==> src/hw/rtl/idl_pkg.sv <==
// ----------------------------------------------------------------------------
// idl_pkg
// Shared types, codes and constants for the indexed doubly linked list block.
// ----------------------------------------------------------------------------
package idl_pkg;

   localparam int NODE_COUNT = 1024;
   localparam int ID_W       = 10;
   localparam int COUNT_W    = 11;
   localparam int OP_W       = 3;
   localparam int STEP_W     = 5;

   localparam logic [COUNT_W-1:0] COUNT_MAX = 11'd2047;

   // Operation codes
   localparam logic [OP_W-1:0] OP_INSERT     = 3'd0;
   localparam logic [OP_W-1:0] OP_REMOVE     = 3'd1;
   localparam logic [OP_W-1:0] OP_SWAP       = 3'd2;
   localparam logic [OP_W-1:0] OP_TOGGLE     = 3'd3;
   localparam logic [OP_W-1:0] OP_READ_FIRST = 3'd4;
   localparam logic [OP_W-1:0] OP_READ_NEXT  = 3'd5;

   // Datapath step codes issued by the controller
   localparam logic [STEP_W-1:0] STEP_NONE       = 5'd0;
   localparam logic [STEP_W-1:0] STEP_LOAD       = 5'd1;
   localparam logic [STEP_W-1:0] STEP_READ_PAIR  = 5'd2;
   localparam logic [STEP_W-1:0] STEP_INS_EMPTY  = 5'd3;
   localparam logic [STEP_W-1:0] STEP_INS_LINK   = 5'd4;
   localparam logic [STEP_W-1:0] STEP_INS_CLOSE  = 5'd5;
   localparam logic [STEP_W-1:0] STEP_REM        = 5'd6;
   localparam logic [STEP_W-1:0] STEP_CLEAR      = 5'd7;
   localparam logic [STEP_W-1:0] STEP_TOGGLE     = 5'd8;
   localparam logic [STEP_W-1:0] STEP_SW_FIRST   = 5'd9;
   localparam logic [STEP_W-1:0] STEP_SW_A_LEFT  = 5'd10;
   localparam logic [STEP_W-1:0] STEP_SW_READ_B  = 5'd11;
   localparam logic [STEP_W-1:0] STEP_SW_A_RIGHT = 5'd12;
   localparam logic [STEP_W-1:0] STEP_SW_B_LEFT  = 5'd13;
   localparam logic [STEP_W-1:0] STEP_SW_B_RIGHT = 5'd14;
   localparam logic [STEP_W-1:0] STEP_READ_OUT   = 5'd15;
   localparam logic [STEP_W-1:0] STEP_EMIT       = 5'd16;

   typedef struct packed {
      logic [OP_W-1:0] operation;
      logic [ID_W-1:0] node;
      logic [ID_W-1:0] anchor;
      logic            side;
   } req_type;

   typedef struct packed {
      logic [ID_W-1:0]    node_id;
      logic [COUNT_W-1:0] length;
      logic               read_valid;
   } rsp_type;

   typedef struct packed {
      logic [STEP_W-1:0] step;
   } cmd_type;

   typedef struct packed {
      logic [OP_W-1:0] op;
      logic            count_zero;
      logic            walk_ok;
      logic            out_free;
   } status_type;

endpackage

==> src/hw/rtl/idl_ctrl.sv <==
// ----------------------------------------------------------------------------
// idl_ctrl
// Sequencer that walks each operation through its link table steps.
// ----------------------------------------------------------------------------
module idl_ctrl (
   input  logic                clock,
   input  logic                reset,
   input  logic                req_valid,
   output logic                req_stall,
   input  idl_pkg::status_type status,
   output idl_pkg::cmd_type    cmd
);
   import idl_pkg::*;

   localparam logic [3:0] ST_IDLE   = 4'd0;
   localparam logic [3:0] ST_DECODE = 4'd1;
   localparam logic [3:0] ST_INS1   = 4'd2;
   localparam logic [3:0] ST_INS2   = 4'd3;
   localparam logic [3:0] ST_REM1   = 4'd4;
   localparam logic [3:0] ST_SW1    = 4'd5;
   localparam logic [3:0] ST_SW2    = 4'd6;
   localparam logic [3:0] ST_SW3    = 4'd7;
   localparam logic [3:0] ST_SW4    = 4'd8;
   localparam logic [3:0] ST_SW5    = 4'd9;
   localparam logic [3:0] ST_SW6    = 4'd10;
   localparam logic [3:0] ST_RD1    = 4'd11;
   localparam logic [3:0] ST_DONE   = 4'd12;

   logic [3:0] state_ff;
   logic [3:0] state_in;

   assign req_stall = (state_ff != ST_IDLE);

   always_comb begin
      state_in = state_ff;
      cmd.step = STEP_NONE;
      case (state_ff)
         ST_IDLE: begin
            if (req_valid) begin
               cmd.step = STEP_LOAD;
               state_in = ST_DECODE;
            end
         end
         ST_DECODE: begin
            state_in = ST_DONE;
            case (status.op)
               OP_INSERT: begin
                  if (status.count_zero) begin
                     cmd.step = STEP_INS_EMPTY;
                  end else begin
                     cmd.step = STEP_READ_PAIR;
                     state_in = ST_INS1;
                  end
               end
               OP_REMOVE: begin
                  if (status.count_zero) begin
                     cmd.step = STEP_CLEAR;
                  end else begin
                     cmd.step = STEP_READ_PAIR;
                     state_in = ST_REM1;
                  end
               end
               OP_SWAP: begin
                  cmd.step = STEP_READ_PAIR;
                  state_in = ST_SW1;
               end
               OP_TOGGLE: begin
                  cmd.step = STEP_TOGGLE;
               end
               OP_READ_FIRST: begin
                  if (status.count_zero) begin
                     cmd.step = STEP_CLEAR;
                  end else begin
                     cmd.step = STEP_READ_PAIR;
                     state_in = ST_RD1;
                  end
               end
               OP_READ_NEXT: begin
                  if (status.walk_ok) begin
                     cmd.step = STEP_READ_PAIR;
                     state_in = ST_RD1;
                  end
               end
               default: begin
                  cmd.step = STEP_NONE;
               end
            endcase
         end
         ST_INS1: begin
            cmd.step = STEP_INS_LINK;
            state_in = ST_INS2;
         end
         ST_INS2: begin
            cmd.step = STEP_INS_CLOSE;
            state_in = ST_DONE;
         end
         ST_REM1: begin
            cmd.step = STEP_REM;
            state_in = ST_DONE;
         end
         ST_SW1: begin
            cmd.step = STEP_SW_FIRST;
            state_in = ST_SW2;
         end
         ST_SW2: begin
            cmd.step = STEP_SW_A_LEFT;
            state_in = ST_SW3;
         end
         ST_SW3: begin
            cmd.step = STEP_SW_READ_B;
            state_in = ST_SW4;
         end
         ST_SW4: begin
            cmd.step = STEP_SW_A_RIGHT;
            state_in = ST_SW5;
         end
         ST_SW5: begin
            cmd.step = STEP_SW_B_LEFT;
            state_in = ST_SW6;
         end
         ST_SW6: begin
            cmd.step = STEP_SW_B_RIGHT;
            state_in = ST_DONE;
         end
         ST_RD1: begin
            cmd.step = STEP_READ_OUT;
            state_in = ST_DONE;
         end
         ST_DONE: begin
            if (status.out_free) begin
               cmd.step = STEP_EMIT;
               state_in = ST_IDLE;
            end
         end
         default: begin
            state_in = ST_IDLE;
         end
      endcase
   end

   always_ff @(posedge clock) begin
      if (reset) begin
         state_ff <= ST_IDLE;
      end else begin
         state_ff <= state_in;
      end
   end

endmodule

==> config.mk <==
export PLATFORM = sky130hd
export DESIGN_NAME = idl_ctrl
export DESIGN_NICKNAME = d
export VERILOG_FILES = /design/src/hw/rtl/idl_pkg.sv /design/src/hw/rtl/idl_ctrl.sv
export SDC_FILE = /design/constraint.sdc
export NUM_CORES = 1
export LEC_CHECK = 0
export BUFFER_PORTS_ARGS = -buffer_cell sky130_fd_sc_hd__buf_2
export CORE_AREA = 2 2 39 41
export CTS_CLUSTER_DIAMETER = 150
export CTS_CLUSTER_SIZE = 14
export DETAILED_ROUTE_END_ITERATION = 8
export DIE_AREA = 0 0 41 43
export PLACE_DENSITY = 0.67
export RECOVER_POWER = 50
export SYNTH_ARGS = -nofsm -noshare
export SYNTH_HDL_FRONTEND = slang
export SYNTH_SLANG_ARGS = --single-unit
==> constraint.sdc <==
create_clock -name clock -period 1.8 [get_ports clock]
set_input_delay 0.36 -clock clock [delete_from_list [all_inputs] [get_ports clock]]
set_output_delay 0.36 -clock clock [all_outputs]
set_load 0.03 [all_outputs]
==> results.yml <==
route:
  drt_pass1_iterations: 4
  drt_iter0_markers: 15
  top_layer: "met3"
  totalWireLength_mm: 1.313
  via_per_inst: 5.794
  dr_wl_met2_um: 680
  wl_met1_um: 546
  wl_per_cell_um: 13.54
  drcViolationCount: 0
  antenna_left: 0
  num_vias: 562
  dr_wl_met3_um: 86
timing:
  fin_skew_ns: 0.004767
  fmax_ghz: 0.5671
  slew_violations: 0
  worst_pin_slew_ns: 0.4243
  final.min_clock_period_ns: 1.763
  hold_ws_ns: 0.3695
  fin_crit_sh_pct: 97.96
  final.setup.tns_ns: 0
  final-hold-violation-count: 0
  rsz0062_at_grt: "no"
  setup_viol_count_final: 0
  slew_headroom_pct: 71.45
grt:
  grt_antenna_before_repair: 0
  grt.overflow.total: 0
  grtUsageTotal_pct: 16.77
  grt_pass1_vias: 471
  grt_pass1_wl_mm: 2.007
  grt_max_degree: 16
place:
  place_hpwl_um: 983
  portBuffers: 14
  place_congestion: 0.8231
clocking:
  cts_tree: "done"
  cts.sinks: 4
  h-tree-depth: 1
  root_buffer: "clkbuf_4"
  cts_made_buffers: 3
  path_clk_slew_ns: 0.04
  clk_latency_ns: 0.23
  cts.path.max_buffers: 2
pwr:
  p_int_mw: 0.6561
  p_sw_mw: 0.7031
  peakVddDrop_mv: 0.9502
  combPwrFrac_pct: 75.4
  netSwitchingFraction_pct: 51.73
  p_per_area_nw_per_um2: 2069
  clkPwrFrac_pct: 8.0
  pwr-share-seq_pct: 16.6
  p_leak_nw: 0.2741
logic_synthesis:
  synth_top_area_share_pct: 16.12
  synth_common_cells: "dfxtp_1, nor2_1"
  synth_area_sq_um: 496.7
  synth.top_cells.by_area: "dfxtp_1, a2111oi_2, nor4b_4"
  synth-seq-cells: 4
  synthArstFlopShare_pct: 0
  ys_seq_area_share_pct: 16.12
  syn_nets: 72
  synth.largest_area_cell: "dfxtp_1"
  syn_area_per_cell_sq_um: 7.885
  synthCells: 63
  synthFlopType: "dfxtp_1"
  yosysWarnings: 0
  synth_edf_count: 0
  synth_cell_types: 38
floorplan:
  die_area_sq_um: 1763
  ios: 15
  die_h_um: 43
  initial_core_util_pct: 35.90
  row_count: 14
  fp.dieW_um: 41
  coreArea_sq_um: 1384
finish:
  antennaDiodeCount: 0
  drive_gt1_share_pct: 40.74
  syn_to_final_growth_pct: 32.24
  max_flop_register: "state_ff"
  post-route-util_pct: 47.47
  final_nets: 92
  reg.largest.list: "state_ff: 4 flops"
  largest_reg_flops: 4
setup_path:
  crit_fanout: 5
  worstSetupEndpointType: "output port"
  crit_arrival_ns: 1.40
  crit_path_start_kind: "flop"
  worst-endpoint-required_ns: 1.44
  path_class: "flop to output port"
run:
  maxCapViolations: 0
status:
  status: "completed"
worst_hold_path:
  worstHoldPathType: "input port to flop"
==> power by group through the flow <==
stage,Clock (mW),Sequential [mW],Combinational [mW]
after floorplan,0,0.167,0.742
after global placement,0,0.209,0.948
after detailed placement,0,0.206,0.957
after CTS,0.113,0.220,0.994
after global routing,0.117,0.233,1.10
final,0.108,0.226,1.03
==> layer usage <==
metal	up-vias	global-route usage [%]
met5	-	0
met4	0	6.000
met3	0	3.141
met2	27	24.69
met1	251	23.47
li1	284	-
==> cells by family after synthesis <==
group	share of synthesized area [%]
compound gates	38.04
flops	16.12
buf+inv	9.067
xor+xnor	1.764
simple gates	35.02
==> worst max-delay path, stage by stage (launching register included) <==
cell and delay (ns):
dfxtp_4 0.35, or2_4 0.25, a311o_1 0.31, o21a_1 0.10, buf_4 0.16
==> final cells by class <==
type / instances / area, sq um
well taps: 16 / 20.02
repair buffers: 21 / 130.1
multi-input cells: 50 / 384.1
inverters: 3 / 11.26
fillers: 134 / 726.9
clock buffers: 3 / 22.52
flip-flops and latches: 4 / 88.84
==> timing repair <==
item	CTS	global route
buffers inserted	0	1
cloned	0	0
endpoints found under the hold margin	0	0
hold buffers	0	0
pin swaps	0	1
resized for setup	7	6
setup endpoints to repair	4	3
==> path summary, 6_finish.rpt <==
check        slack (ns)  cells after the start          end   startpoint
min                0.37                      2  state_ff[2]        reset
max                0.04                      4       cmd[2]  state_ff[1]
max reg2reg        0.29                      4  state_ff[3]  state_ff[3]
min reg2reg        0.57                      2  state_ff[2]  state_ff[2]
==> through the flow <==
step | setup slack (ns) | cell area, sq um | cells | power (mW)
floorplan | 0.07933 | 504.2 | 63 | 0.9086
global placement | 0.1398 | 605.6 | 93 | 1.158
detailed placement | 0.1045 | 605.6 | 93 | 1.164
CTS | 0.01145 | 644.4 | 96 | 1.326
global route | 0.005289 | 656.9 | 97 | 1.450
finish | 0.03674 | 656.9 | 97 | 1.359
==> cell usage in the layout (no fill, tap or decap), drive strengths merged <==
cell	synthesis	layout
dfxtp	4	4
and2	1	1
nand2	3	3
and4	1	1
o32ai	1	1
o22ai	2	2
nor3	3	3
o211ai	1	1
o21bai	1	1
a21oi	2	2
nor4	1	1
nand2b	2	2
nor2	4	4
or2	1	1
or3	2	2
a21boi	3	3
nor4b	2	2
buf	4	20
nand4bb	1	1
a21o	1	1
a2111oi	2	2
inv	3	3
clkbuf	2	4
o21ai	2	2
nand4	1	1
and4b	1	1
a311o	1	1
nor2b	1	1
a22oi	2	2
a31oi	1	1
a311oi	1	1
o21a	2	2
nand4b	1	1
o2111ai	2	2
xor2	1	1
Power figures use the tool's default switching activity.
